**config.mk**
```make
export PLATFORM = sky130hd
export DESIGN_NAME = stroke_point_thinning_subdivider
export DESIGN_NICKNAME = d
export VERILOG_FILES = /design/src/design/spts_pkg.sv /design/src/design/stroke_point_thinning_subdivider.sv /design/src/design/spts_mul.sv /design/src/design/spts_div.sv /design/src/design/spts_isqrt.sv
export SDC_FILE = /design/constraint.sdc
export NUM_CORES = 2
export LEC_CHECK = 0
export BUFFER_PORTS_ARGS = -buffer_cell sky130_fd_sc_hd__buf_2
export CAP_MARGIN = 20
export CORE_MARGIN = 8
export CORE_UTILIZATION = 52
export CTS_CLUSTER_SIZE = 24
export DETAILED_ROUTE_END_ITERATION = 8
export GPL_TIMING_DRIVEN = 0
export HOLD_SLACK_MARGIN = 0.06
export PLACE_DENSITY = 0.68
export SYNTH_ARGS = -nofsm -noshare
export SYNTH_HDL_FRONTEND = slang
export SYNTH_SLANG_ARGS = --single-unit
```
**constraint.sdc**
```tcl
create_clock -name clk -period 27.8 [get_ports clk]
set_clock_uncertainty 0.15 [all_clocks]
set_input_delay 1.39 -clock clk [delete_from_list [all_inputs] [get_ports clk]]
set_output_delay 1.39 -clock clk [all_outputs]
set_load 0.005 [all_outputs]
```
**src/design/spts_pkg.sv**
```systemverilog
// Shared types and constants of the stroke point thinning and subdivision block.
// No dependencies; used by every other file in this folder.
package spts_pkg;

  // input commands
  localparam logic [1:0] CMD_PRESS   = 2'd0;
  localparam logic [1:0] CMD_MOTION  = 2'd1;
  localparam logic [1:0] CMD_RELEASE = 2'd2;

  // result kinds
  localparam logic KIND_ADD     = 1'b0;
  localparam logic KIND_THICKEN = 1'b1;

  // register indexes
  localparam logic [1:0] REG_MOTION_THRESHOLD    = 2'd0;
  localparam logic [1:0] REG_MAX_WIDTH_VARIATION = 2'd1;
  localparam logic [1:0] REG_PEN_WIDTH           = 2'd2;
  localparam logic [1:0] REG_PRESSURE_TOOL       = 2'd3;

  // shared unit widths
  localparam int MUL_W  = 25;   // multiplier operand
  localparam int PROD_W = 50;
  localparam int DIV_W  = 26;   // dividend / quotient
  localparam int DVS_W  = 16;   // divisor / remainder
  localparam int ROOT_W = 25;   // square root of a PROD_W value
  localparam int CNT_W  = 5;

  typedef enum logic [4:0] {
    ST_IDLE,
    ST_SCALE,
    ST_DISPATCH,
    ST_PRESS_OUT,
    ST_SQX,
    ST_SQY,
    ST_THR,
    ST_THICK_OUT,
    ST_DIVC,
    ST_SQRT,
    ST_DIVF,
    ST_DIVX,
    ST_DIVY,
    ST_DIVZ,
    ST_SUB,
    ST_FINAL,
    ST_REL_THICK,
    ST_REL_DUP
  } state_t;

endpackage

```
**src/design/stroke_point_thinning_subdivider.sv**
```systemverilog
// Stroke point thinning and subdivision, top level: sequencer around one multiplier,
// one divider and one square root unit. Depends on spts_pkg, spts_mul, spts_div, spts_isqrt.
// A split motion runs a ceiling division, a square root and a floor division; if n > 1,
// three divisions by n (substep count) and n-1 substeps precede the final point.
// One transfer in at a time: s_tready is high only while the sequencer is idle; results
// wait in the output register, a stalled m_tready stalls the sequencer.
// Reset (rst, synchronous, active high): registers return to 77/77/512/1, stroke ended.
module stroke_point_thinning_subdivider #(
  parameter int MAX_SUBSTEPS = 64
) (
  input  logic        clk,
  input  logic        rst,
  // input stream
  input  logic        s_tvalid,
  output logic        s_tready,
  input  logic [63:0] s_tdata,   // pos_x[23:0], pos_y[47:24], pressure[63:48]
  input  logic [2:0]  s_tuser,   // command[1:0], pressure_present[2]
  // result stream
  output logic        m_tvalid,
  input  logic        m_tready,
  output logic [63:0] m_tdata,   // out_x[23:0], out_y[47:24], out_width[63:48]
  output logic [0:0]  m_tuser,   // kind[0]
  output logic        m_tlast,   // last
  // configuration writes
  input  logic        cfg_valid,
  output logic        cfg_ready,
  input  logic [1:0]  cfg_index,
  input  logic [15:0] cfg_data
);

  localparam int SW = $clog2(MAX_SUBSTEPS + 1);  // substep count width
  localparam int QW = spts_pkg::DIV_W;           // accumulator quotient width

  // ---------------- configuration ----------------
  logic [15:0] thr_reg, var_reg, pen_reg;
  logic        tool_reg;

  assign cfg_ready = 1'b1;

  always_ff @(posedge clk) begin
    if (rst) begin
      thr_reg  <= 16'd77;
      var_reg  <= 16'd77;
      pen_reg  <= 16'd512;
      tool_reg <= 1'b1;
    end else if (cfg_valid) begin
      case (cfg_index)
        spts_pkg::REG_MOTION_THRESHOLD:    thr_reg  <= cfg_data;
        spts_pkg::REG_MAX_WIDTH_VARIATION: var_reg  <= cfg_data;
        spts_pkg::REG_PEN_WIDTH:           pen_reg  <= cfg_data;
        spts_pkg::REG_PRESSURE_TOOL:       tool_reg <= cfg_data[0];
        default: ;
      endcase
    end
  end

  // zero reads as one
  logic [15:0] thr_e, var_e;
  assign thr_e = (thr_reg == '0) ? 16'd1 : thr_reg;
  assign var_e = (var_reg == '0) ? 16'd1 : var_reg;

  // ---------------- state ----------------
  spts_pkg::state_t state, state_next;

  logic        active, pmode;
  logic [1:0]  count;
  logic [23:0] lx, ly;
  logic [15:0] lw;

  // latched input transfer
  logic [23:0] inx, iny;
  logic [15:0] inp;
  logic        inpp;
  logic [1:0]  incmd;

  // working registers
  logic [15:0]                 zm;      // scaled motion width, or release width
  logic [15:0]                 hold_w;  // width of the duplicated lone point
  logic [spts_pkg::PROD_W-1:0] d2;
  logic [QW-1:0]               cq;      // ceil(|dz|/var)
  logic [SW-1:0]               n;       // substep count
  logic [SW-1:0]               k;
  logic signed [QW-1:0]        xqs, yqs, zqs;  // per-step quotient
  logic [SW-1:0]               xrs, yrs, zrs;  // per-step remainder
  logic signed [QW-1:0]        xq, yq, zq;     // running quotient
  logic [SW-1:0]               xr, yr, zr;     // running remainder

  // ---------------- shared units ----------------
  logic [spts_pkg::MUL_W-1:0]  mul_a, mul_b;
  logic [spts_pkg::PROD_W-1:0] prod;

  spts_mul u_mul (.clk(clk), .a(mul_a), .b(mul_b), .prod(prod));

  logic                       div_start, div_busy, div_done;
  logic [spts_pkg::DIV_W-1:0] div_a, div_q;
  logic [spts_pkg::DVS_W-1:0] div_b, div_r;

  spts_div u_div (
    .clk(clk), .rst(rst), .start(div_start), .dividend(div_a), .divisor(div_b),
    .busy(div_busy), .done(div_done), .quotient(div_q), .remainder(div_r)
  );

  logic                        sq_start, sq_busy, sq_done;
  logic [spts_pkg::ROOT_W-1:0] sq_root;

  spts_isqrt u_isqrt (
    .clk(clk), .rst(rst), .start(sq_start), .radicand(d2),
    .busy(sq_busy), .done(sq_done), .root(sq_root)
  );

  // ---------------- datapath decisions ----------------
  logic [15:0] zs;                // (pressure * pen_width) >> 16, valid in dispatch
  logic [24:0] dx, dy, ax, ay;
  logic [16:0] dz;
  logic [15:0] adz;
  logic        below, thick_ok, split;
  logic [15:0] rel_w, rel_nw;

  assign zs  = prod[31:16];
  assign dx  = {inx[23], inx} - {lx[23], lx};
  assign dy  = {iny[23], iny} - {ly[23], ly};
  assign ax  = dx[24] ? 25'(-dx) : dx;
  assign ay  = dy[24] ? 25'(-dy) : dy;
  assign dz  = {1'b0, zm} - {1'b0, lw};
  assign adz = dz[16] ? 16'(-dz) : dz[15:0];

  assign below    = d2 < prod;   // prod holds thr^2 in the compare state
  assign thick_ok = (count == 2'd1) && pmode && (lw < zm);
  assign split    = pmode && (adz > var_e);

  assign rel_w  = inpp ? zs : 16'd0;
  assign rel_nw = (rel_w > lw) ? rel_w : lw;

  // min(ceil, floor) clamped to 1..MAX_SUBSTEPS
  logic [QW-1:0] m_raw;
  logic [SW-1:0] m_clamp;
  assign m_raw   = (cq < div_q) ? cq : div_q;
  assign m_clamp = (m_raw > QW'(MAX_SUBSTEPS)) ? SW'(MAX_SUBSTEPS) :
                   (m_raw == '0) ? SW'(1) : m_raw[SW-1:0];

  // floor division fixup of an unsigned quotient/remainder
  logic          div_neg, div_rnz;
  logic signed [QW-1:0] fq;
  logic [SW-1:0] fr;
  always_comb begin
    case (state)
      spts_pkg::ST_DIVX: div_neg = dx[24];
      spts_pkg::ST_DIVY: div_neg = dy[24];
      default:           div_neg = dz[16];
    endcase
    div_rnz = (div_r != '0);
    if (div_neg && div_rnz) begin
      fq = -$signed(div_q + 1'b1);
      fr = n - div_r[SW-1:0];
    end else if (div_neg) begin
      fq = -$signed(div_q);
      fr = '0;
    end else begin
      fq = $signed(div_q);
      fr = div_r[SW-1:0];
    end
  end

  // one substep of q*n + r
  function automatic logic [QW+SW-1:0] step_acc(
    input logic signed [QW-1:0] q, input logic [SW-1:0] r,
    input logic signed [QW-1:0] dq, input logic [SW-1:0] dr,
    input logic [SW-1:0] nn
  );
    logic [SW:0]          rs;
    logic signed [QW-1:0] qn;
    logic [SW-1:0]        rn;
    rs = {1'b0, r} + {1'b0, dr};
    if (rs >= {1'b0, nn}) begin
      qn = q + dq + QW'(1);
      rn = SW'(rs - {1'b0, nn});
    end else begin
      qn = q + dq;
      rn = rs[SW-1:0];
    end
    return {qn, rn};
  endfunction

  logic [QW+SW-1:0] x_stp, y_stp, z_stp, z_init;
  assign x_stp  = step_acc(xq, xr, xqs, xrs, n);
  assign y_stp  = step_acc(yq, yr, yqs, yrs, n);
  assign z_stp  = step_acc(zq, zr, zqs, zrs, n);
  assign z_init = step_acc(fq, fr, fq, fr, n);   // dz at k = 2

  // saturating point count
  logic [2:0] cnt_sum;
  logic [1:0] cnt_new;
  assign cnt_sum = {1'b0, count} + {1'b0, n[1:0]};
  assign cnt_new = (n >= SW'(3) || cnt_sum > 3'd3) ? 2'd3 : cnt_sum[1:0];

  // ---------------- output register ----------------
  logic        out_free;
  logic        emit;
  logic        e_kind, e_last;
  logic [23:0] e_x, e_y;
  logic [15:0] e_w;

  assign out_free = !m_tvalid || m_tready;
  assign s_tready = (state == spts_pkg::ST_IDLE);

  always_ff @(posedge clk) begin
    if (rst) begin
      m_tvalid <= 1'b0;
    end else if (emit && out_free) begin
      m_tvalid <= 1'b1;
    end else if (m_tready) begin
      m_tvalid <= 1'b0;
    end
  end

  always_ff @(posedge clk) begin
    if (emit && out_free) begin
      m_tdata <= {e_w, e_y, e_x};
      m_tuser <= e_kind;
      m_tlast <= e_last;
    end
  end

  // ---------------- next state ----------------
  always_comb begin
    state_next = state;
    case (state)
      spts_pkg::ST_IDLE:     if (s_tvalid) state_next = spts_pkg::ST_SCALE;
      spts_pkg::ST_SCALE:    state_next = spts_pkg::ST_DISPATCH;
      spts_pkg::ST_DISPATCH: begin
        case (incmd)
          spts_pkg::CMD_PRESS: state_next = spts_pkg::ST_PRESS_OUT;
          spts_pkg::CMD_MOTION: begin
            if (!active || (inpp && inp == '0)) state_next = spts_pkg::ST_IDLE;
            else state_next = spts_pkg::ST_SQX;
          end
          spts_pkg::CMD_RELEASE: begin
            if (!active || count != 2'd1) state_next = spts_pkg::ST_IDLE;
            else if (pmode) state_next = spts_pkg::ST_REL_THICK;
            else state_next = spts_pkg::ST_REL_DUP;
          end
          default: state_next = spts_pkg::ST_IDLE;
        endcase
      end
      spts_pkg::ST_SQX: state_next = spts_pkg::ST_SQY;
      spts_pkg::ST_SQY: state_next = spts_pkg::ST_THR;
      spts_pkg::ST_THR: begin
        if (below) state_next = thick_ok ? spts_pkg::ST_THICK_OUT : spts_pkg::ST_IDLE;
        else if (split) state_next = spts_pkg::ST_DIVC;
        else state_next = spts_pkg::ST_FINAL;
      end
      spts_pkg::ST_DIVC: if (div_done) state_next = spts_pkg::ST_SQRT;
      spts_pkg::ST_SQRT: if (sq_done) state_next = spts_pkg::ST_DIVF;
      spts_pkg::ST_DIVF: begin
        if (div_done) state_next = (m_clamp > SW'(1)) ? spts_pkg::ST_DIVX : spts_pkg::ST_FINAL;
      end
      spts_pkg::ST_DIVX: if (div_done) state_next = spts_pkg::ST_DIVY;
      spts_pkg::ST_DIVY: if (div_done) state_next = spts_pkg::ST_DIVZ;
      spts_pkg::ST_DIVZ: if (div_done) state_next = spts_pkg::ST_SUB;
      spts_pkg::ST_SUB: begin
        if (out_free && k == n - 1'b1) state_next = spts_pkg::ST_FINAL;
      end
      spts_pkg::ST_REL_THICK: if (out_free) state_next = spts_pkg::ST_REL_DUP;
      spts_pkg::ST_PRESS_OUT,
      spts_pkg::ST_THICK_OUT,
      spts_pkg::ST_FINAL,
      spts_pkg::ST_REL_DUP: if (out_free) state_next = spts_pkg::ST_IDLE;
      default: state_next = spts_pkg::ST_IDLE;
    endcase
  end

  // ---------------- unit controls and result fields ----------------
  always_comb begin
    mul_a     = '0;
    mul_b     = '0;
    div_start = 1'b0;
    div_a     = '0;
    div_b     = '0;
    sq_start  = 1'b0;
    emit      = 1'b0;
    e_kind    = spts_pkg::KIND_ADD;
    e_last    = 1'b1;
    e_x       = lx;
    e_y       = ly;
    e_w       = lw;
    case (state)
      spts_pkg::ST_SCALE: begin
        mul_a = spts_pkg::MUL_W'(inp);
        mul_b = spts_pkg::MUL_W'(pen_reg);
      end
      spts_pkg::ST_DISPATCH: begin
        mul_a = ax;
        mul_b = ax;
      end
      spts_pkg::ST_SQX: begin
        mul_a = ay;
        mul_b = ay;
      end
      spts_pkg::ST_SQY: begin
        mul_a = spts_pkg::MUL_W'(thr_e);
        mul_b = spts_pkg::MUL_W'(thr_e);
      end
      spts_pkg::ST_DIVC: begin
        div_start = !div_busy && !div_done;
        div_a     = spts_pkg::DIV_W'({1'b0, adz} + {1'b0, var_e} - 17'd1);
        div_b     = var_e;
      end
      spts_pkg::ST_SQRT: sq_start = !sq_busy && !sq_done;
      spts_pkg::ST_DIVF: begin
        div_start = !div_busy && !div_done;
        div_a     = spts_pkg::DIV_W'(sq_root);
        div_b     = thr_e;
      end
      spts_pkg::ST_DIVX: begin
        div_start = !div_busy && !div_done;
        div_a     = spts_pkg::DIV_W'(ax);
        div_b     = spts_pkg::DVS_W'(n);
      end
      spts_pkg::ST_DIVY: begin
        div_start = !div_busy && !div_done;
        div_a     = spts_pkg::DIV_W'(ay);
        div_b     = spts_pkg::DVS_W'(n);
      end
      spts_pkg::ST_DIVZ: begin
        div_start = !div_busy && !div_done;
        div_a     = spts_pkg::DIV_W'(adz);
        div_b     = spts_pkg::DVS_W'(n);
      end
      spts_pkg::ST_PRESS_OUT: emit = 1'b1;
      spts_pkg::ST_THICK_OUT: begin
        emit   = 1'b1;
        e_kind = spts_pkg::KIND_THICKEN;
      end
      spts_pkg::ST_SUB: begin
        emit   = 1'b1;
        e_last = 1'b0;
        e_x    = lx + xq[23:0];
        e_y    = ly + yq[23:0];
        e_w    = lw + zq[15:0];
      end
      spts_pkg::ST_FINAL: begin
        emit = 1'b1;
        e_x  = inx;
        e_y  = iny;
        e_w  = zm;
      end
      spts_pkg::ST_REL_THICK: begin
        emit   = 1'b1;
        e_kind = spts_pkg::KIND_THICKEN;
        e_last = 1'b0;
        e_w    = zm;
      end
      spts_pkg::ST_REL_DUP: begin
        emit = 1'b1;
        e_w  = hold_w;
      end
      default: ;
    endcase
  end

  // ---------------- registers ----------------
  always_ff @(posedge clk) begin
    if (rst) begin
      state  <= spts_pkg::ST_IDLE;
      active <= 1'b0;
      pmode  <= 1'b0;
      count  <= '0;
      lx     <= '0;
      ly     <= '0;
      lw     <= '0;
    end else begin
      state <= state_next;
      case (state)
        spts_pkg::ST_DISPATCH: begin
          case (incmd)
            spts_pkg::CMD_PRESS: begin
              active <= 1'b1;
              pmode  <= tool_reg && inpp;
              lx     <= inx;
              ly     <= iny;
              lw     <= (tool_reg && inpp) ? zs : 16'd0;
              count  <= 2'd1;
            end
            spts_pkg::CMD_RELEASE: begin
              // a lone point is duplicated first; the stroke ends after it
              if (active && count != 2'd1) begin
                active <= 1'b0;
                count  <= '0;
              end
            end
            default: ;
          endcase
        end
        spts_pkg::ST_THR: if (below && thick_ok) lw <= zm;
        spts_pkg::ST_FINAL: begin
          if (out_free) begin
            lx    <= inx;
            ly    <= iny;
            lw    <= zm;
            count <= cnt_new;
          end
        end
        spts_pkg::ST_REL_THICK: if (out_free) lw <= zm;
        spts_pkg::ST_REL_DUP: begin
          if (out_free) begin
            active <= 1'b0;
            count  <= '0;
          end
        end
        default: ;
      endcase
    end
  end

  // payload and working registers
  always_ff @(posedge clk) begin
    case (state)
      spts_pkg::ST_IDLE: begin
        if (s_tvalid) begin
          inx   <= s_tdata[23:0];
          iny   <= s_tdata[47:24];
          inp   <= s_tdata[63:48];
          incmd <= s_tuser[1:0];
          inpp  <= s_tuser[2];
        end
      end
      spts_pkg::ST_DISPATCH: begin
        hold_w <= lw;
        if (incmd == spts_pkg::CMD_RELEASE) zm <= rel_nw;
        else zm <= (pmode && inpp) ? zs : 16'd0;
      end
      spts_pkg::ST_SQX: d2 <= prod;
      spts_pkg::ST_SQY: d2 <= d2 + prod;
      spts_pkg::ST_THR: n <= SW'(1);
      spts_pkg::ST_DIVC: if (div_done) cq <= div_q;
      spts_pkg::ST_DIVF: if (div_done) n <= m_clamp;
      spts_pkg::ST_DIVX: begin
        if (div_done) begin
          xqs <= fq;
          xrs <= fr;
          xq  <= fq;
          xr  <= fr;
        end
      end
      spts_pkg::ST_DIVY: begin
        if (div_done) begin
          yqs <= fq;
          yrs <= fr;
          yq  <= fq;
          yr  <= fr;
        end
      end
      spts_pkg::ST_DIVZ: begin
        if (div_done) begin
          zqs <= fq;
          zrs <= fr;
          zq  <= z_init[QW+SW-1:SW];
          zr  <= z_init[SW-1:0];
          k   <= SW'(1);
        end
      end
      spts_pkg::ST_SUB: begin
        if (out_free) begin
          xq <= x_stp[QW+SW-1:SW];
          xr <= x_stp[SW-1:0];
          yq <= y_stp[QW+SW-1:SW];
          yr <= y_stp[SW-1:0];
          zq <= z_stp[QW+SW-1:SW];
          zr <= z_stp[SW-1:0];
          k  <= k + 1'b1;
        end
      end
      default: ;
    endcase
  end

endmodule

```
**src/design/spts_mul.sv**
```systemverilog
// Registered unsigned multiplier shared by the sequencer.
// Depends on spts_pkg.
module spts_mul (
  input  logic                           clk,
  input  logic [spts_pkg::MUL_W-1:0]     a,
  input  logic [spts_pkg::MUL_W-1:0]     b,
  output logic [spts_pkg::PROD_W-1:0]    prod
);

  always_ff @(posedge clk) begin
    prod <= a * b;
  end

endmodule

```
**src/design/spts_div.sv**
```systemverilog
// Restoring unsigned divider, one quotient bit per cycle.
// Depends on spts_pkg.
module spts_div (
  input  logic                          clk,
  input  logic                          rst,
  input  logic                          start,
  input  logic [spts_pkg::DIV_W-1:0]    dividend,
  input  logic [spts_pkg::DVS_W-1:0]    divisor,
  output logic                          busy,
  output logic                          done,
  output logic [spts_pkg::DIV_W-1:0]    quotient,
  output logic [spts_pkg::DVS_W-1:0]    remainder
);

  logic [spts_pkg::DVS_W-1:0] dvs;
  logic [spts_pkg::CNT_W-1:0] cnt;
  logic [spts_pkg::DVS_W:0]   shifted;
  logic [spts_pkg::DVS_W:0]   diff;
  logic                       ge;

  assign shifted = {remainder, quotient[spts_pkg::DIV_W-1]};
  assign diff    = shifted - {1'b0, dvs};
  assign ge      = shifted >= {1'b0, dvs};

  always_ff @(posedge clk) begin
    if (rst) begin
      busy <= 1'b0;
      done <= 1'b0;
    end else begin
      done <= 1'b0;
      if (start && !busy) begin
        busy <= 1'b1;
        cnt  <= spts_pkg::CNT_W'(spts_pkg::DIV_W - 1);
      end else if (busy) begin
        if (cnt == '0) begin
          busy <= 1'b0;
          done <= 1'b1;
        end else begin
          cnt <= cnt - 1'b1;
        end
      end
    end
  end

  always_ff @(posedge clk) begin
    if (start && !busy) begin
      quotient  <= dividend;
      remainder <= '0;
      dvs       <= divisor;
    end else if (busy) begin
      quotient  <= {quotient[spts_pkg::DIV_W-2:0], ge};
      remainder <= ge ? diff[spts_pkg::DVS_W-1:0] : shifted[spts_pkg::DVS_W-1:0];
    end
  end

endmodule

```
**src/design/spts_isqrt.sv**
```systemverilog
// Digit-by-digit integer square root, one root bit per cycle.
// Depends on spts_pkg.
module spts_isqrt (
  input  logic                          clk,
  input  logic                          rst,
  input  logic                          start,
  input  logic [spts_pkg::PROD_W-1:0]   radicand,
  output logic                          busy,
  output logic                          done,
  output logic [spts_pkg::ROOT_W-1:0]   root
);

  localparam int REM_W = spts_pkg::ROOT_W + 1;

  logic [spts_pkg::PROD_W-1:0] v;
  logic [REM_W-1:0]            rem;
  logic [spts_pkg::CNT_W-1:0]  cnt;
  logic [REM_W+1:0]            nxt;
  logic [REM_W+1:0]            trial;
  logic                        ge;

  assign nxt   = {rem, v[spts_pkg::PROD_W-1 -: 2]};
  assign trial = {1'b0, root, 2'b01};
  assign ge    = nxt >= trial;

  always_ff @(posedge clk) begin
    if (rst) begin
      busy <= 1'b0;
      done <= 1'b0;
    end else begin
      done <= 1'b0;
      if (start && !busy) begin
        busy <= 1'b1;
        cnt  <= spts_pkg::CNT_W'(spts_pkg::ROOT_W - 1);
      end else if (busy) begin
        if (cnt == '0) begin
          busy <= 1'b0;
          done <= 1'b1;
        end else begin
          cnt <= cnt - 1'b1;
        end
      end
    end
  end

  always_ff @(posedge clk) begin
    if (start && !busy) begin
      v    <= radicand;
      rem  <= '0;
      root <= '0;
    end else if (busy) begin
      v    <= {v[spts_pkg::PROD_W-3:0], 2'b00};
      rem  <= ge ? REM_W'(nxt - trial) : REM_W'(nxt);
      root <= {root[spts_pkg::ROOT_W-2:0], ge};
    end
  end

endmodule

```
==> flow_metrics.tcl <==
set metrics [dict create \
    result_of_the_run "complete, but fails checks" \
    violated_checks "DRC" \
    synth_commonest_cells "sky130_fd_sc_hd__inv_1, sky130_fd_sc_hd__nand2_1, sky130_fd_sc_hd__ha_1, sky130_fd_sc_hd__a21oi_1, sky130_fd_sc_hd__fa_1" \
    timing.critical_path.from_type "flop" \
    track_usage 0.323 \
    clkSlewWorstSetupHoldPaths_ps 60 \
    grt_remaining_overflow 0 \
    first_global_vias 59300 \
    yosys.cell_count.top_type "sky130_fd_sc_hd__inv_1" \
    power.share.sequential 0.289 \
    die-area_sq_um 149000 \
    drt_wl_total_um 249000 \
    multiInputGateArea_sq_um 45600 \
    min_period_over_period 0.487 \
    largest-register "m_tdata" \
    finalHoldViolCount 0 \
    post_cts_resized 0 \
    grt_start_max_net_pins 52 \
    drtPass1Iterations 9 \
    postCtsHoldBufs 0 \
    synthCells 7877 \
    ys_seq_area_frac 0.290 \
    wire_per_inst_um 24.7 \
    irDropWorstVdd_uv 61.3 \
    worstSkewPairLatency_ps 730 \
    setup_total_negative_slack_ps 0 \
    p_leak_nw 34.3 \
    yosys.cell_types.count 105 \
    clockRootBuffer "sky130_fd_sc_hd__clkbuf_16" \
    hpwl_um 202000 \
    floorplan.core_area_sq_um 137000 \
    power.density_nw_per_um2 63.5 \
    register_area_sq_um 20700 \
    initial_core_utilization 0.521 \
    globalRouteMet3Util 0.0585 \
    grt.busiest_layer "met2" \
    route.detailed.drc 2 \
    largest_reg_flops 64 \
    cts_setup_buffers 0 \
    switching_share 0.426 \
    max_slew.worst_pin.slew_ps 1180 \
    clkPwrFrac 0.255 \
    dr.first_iter.drc_count 5169 \
    min_path_cells 0 \
    hold_slack_ps 301 \
    timing.slew.headroom 0.203 \
    cpMostUsedCell "sky130_fd_sc_hd__fa_1" \
    globalplace.congestion 1.03 \
    setup-violations-final 0 \
    yosysWarningCount 0 \
    most_used_flip_flop_cell_after_synthesis "sky130_fd_sc_hd__edfxtp_1" \
    fmaxAchievable_mhz 73.8 \
    internal_power_w 0.00285 \
    number_of_flops_mapped_to_enable_cells_by_yosys 527 \
    portBuffers 156 \
    gr-usage-met1 0.393 \
    viasPerCell 5.94 \
    crit_path_top_delay_cell "sky130_fd_sc_hd__buf_1" \
    setup_repair_after_global_routing_missed_its_margin "no" \
    fillers 12200 \
    maxSlewViolCount 0 \
    drive_gt1_frac 0.0587 \
    antenna_found_initial 9 \
    clock_tree.htree_level_count 3 \
    clockBufferDepth 3 \
    worst_ep_arrival_time_ps 14020 \
    final_antenna_net_count 0 \
    final_nets 9460 \
    timing.critical_path.required_ps 28270 \
    fin_total_pwr_w 0.00497 \
    chipWidth_um 387 \
    async_flop_share 0 \
    critPathMaxStageDelay_ps 750 \
    p_sw_w 0.00212 \
    num_vias 59700 \
    numCtsBuffers 90 \
    period_minus_slack_ps 13550 \
    holdCritPathClass "reg -> reg" \
    floorplan.io_pins 159 \
    synth.avg_cell_area_sq_um 9.07 \
    endpoint_kind "flop" \
    ys_seq_elements 771 \
    core.rowCount 136 \
    critical_path.max_fanout 10 \
    max-cap-violations 0 \
    grtUsageMet2 0.527 \
    path_class "reg -> reg" \
    rr_worst_depth 42 \
    yosys-top-cells-area "sky130_fd_sc_hd__edfxtp_1, sky130_fd_sc_hd__fa_1, sky130_fd_sc_hd__ha_1" \
    pwr-share-comb 0.456 \
    cts.sinks 771 \
    die-height_um 387 \
    yosys.area.top_type "sky130_fd_sc_hd__edfxtp_1" \
    grt_pass1_wl_um 370000 \
    synth.top_cell.area_share 0.222 \
    tritoncts "yes" \
    areaGrowthSynthToFinish_pct 9.47 \
    cell_area_synth_sq_um 71400 \
]
power by group through the flow:
stage	Clock [W]	Sequential, W	Combinational [W]
after floorplan	0	0.00140	0.00149
after global placement	0	0.00146	0.00219
after detailed placement	0	0.00146	0.00222
after CTS	0.00129	0.00143	0.00224
after global routing	0.00133	0.00144	0.00247
final	0.00127	0.00143	0.00227
worst paths after layout:
check | startpoint | slack (ps) | endpoint
min reg2reg | u_div.quotient[19] | 300 | cq[19]
min | u_div.quotient[19] | 300 | cq[19]
max | ly[9] | 14250 | u_mul.prod[46]
max reg2reg | ly[9] | 14250 | u_mul.prod[46]
cell families (layout without fill, tap and decap cells):
| family | after synthesis | after routing | synth area share |
|---|---|---|---|
| buffers and inverters | 1375 | 1731 | 0.0736 |
| other | 2 | 28 | 0.000105 |
| adders and majority gates | 1196 | 1196 | 0.265 |
| DFF | 771 | 771 | 0.290 |
| xor gates and xnor gates | 478 | 478 | 0.0587 |
| muxes | 82 | 82 | 0.0124 |
| AOI/OAI and AO/OA | 1787 | 1787 | 0.160 |
| and+or+nand+nor | 2186 | 2186 | 0.140 |
metal layers:
| metal | up-vias | routed length [um] |
|---|---|---|
| li1 | 27500 | - |
| met1 | 29000 | 96100 |
| met2 | 2574 | 114000 |
| met3 | 676 | 18700 |
| met4 | 6 | 19800 |
| met5 | - | 41 |
worst max-delay path, delay by kind of cell (launching register included):
kind / cells / cell delay [ps]
AOI/OAI and AO/OA: 15 / 4540
xor gates and xnor gates: 2 / 440
adders and majority gates: 9 / 4380
buffers and inverters: 10 / 2370
DFF: 1 / 470
and+or+nand+nor: 6 / 1090
metrics by stage:
stage                     cells  instance area, sq um   util  worst slack (ps)
after detailed placement   9872                 75000  0.547             14600
after global routing      10000                 78200  0.571             13700
after floorplan            7896                 71500      -             17370
final                     10100                 78200  0.571             14250
after CTS                 10000                 78100  0.570             14520
after global placement     9846                 74500  0.544             13530
layout make-up:
class	instances	area share
antenna	7	0.000224
buffer	315	0.0164
clock buffer	112	0.0316
clock inverter	58	0.00920
inverter	1060	0.0509
multi-input combinational	5750	0.583
sequential	771	0.265
tap	1794	0.0287
timing repair buffer	186	0.0152
cells in the final DEF, fill, tap and decap left out, types with 129 or more instances in the layout:
| cell type | synthesis | layout |
|---|---|---|
| sky130_fd_sc_hd__nand2_1 | 990 | 989 |
| sky130_fd_sc_hd__a21o_1 | 174 | 174 |
| sky130_fd_sc_hd__a21oi_1 | 588 | 588 |
| sky130_fd_sc_hd__nor2_1 | 458 | 457 |
| sky130_fd_sc_hd__buf_2 | 25 | 182 |
| sky130_fd_sc_hd__o21ai_0 | 384 | 383 |
| sky130_fd_sc_hd__xor2_1 | 174 | 174 |
| sky130_fd_sc_hd__fa_1 | 531 | 531 |
| sky130_fd_sc_hd__edfxtp_1 | 527 | 527 |
| sky130_fd_sc_hd__clkbuf_1 | 268 | 280 |
| sky130_fd_sc_hd__and2_1 | 131 | 129 |
| sky130_fd_sc_hd__inv_1 | 1058 | 1057 |
| sky130_fd_sc_hd__dfxtp_1 | 244 | 244 |
| sky130_fd_sc_hd__ha_1 | 665 | 665 |
| sky130_fd_sc_hd__xnor2_1 | 303 | 303 |
Note: power is estimated with default switching activity, not from simulation.
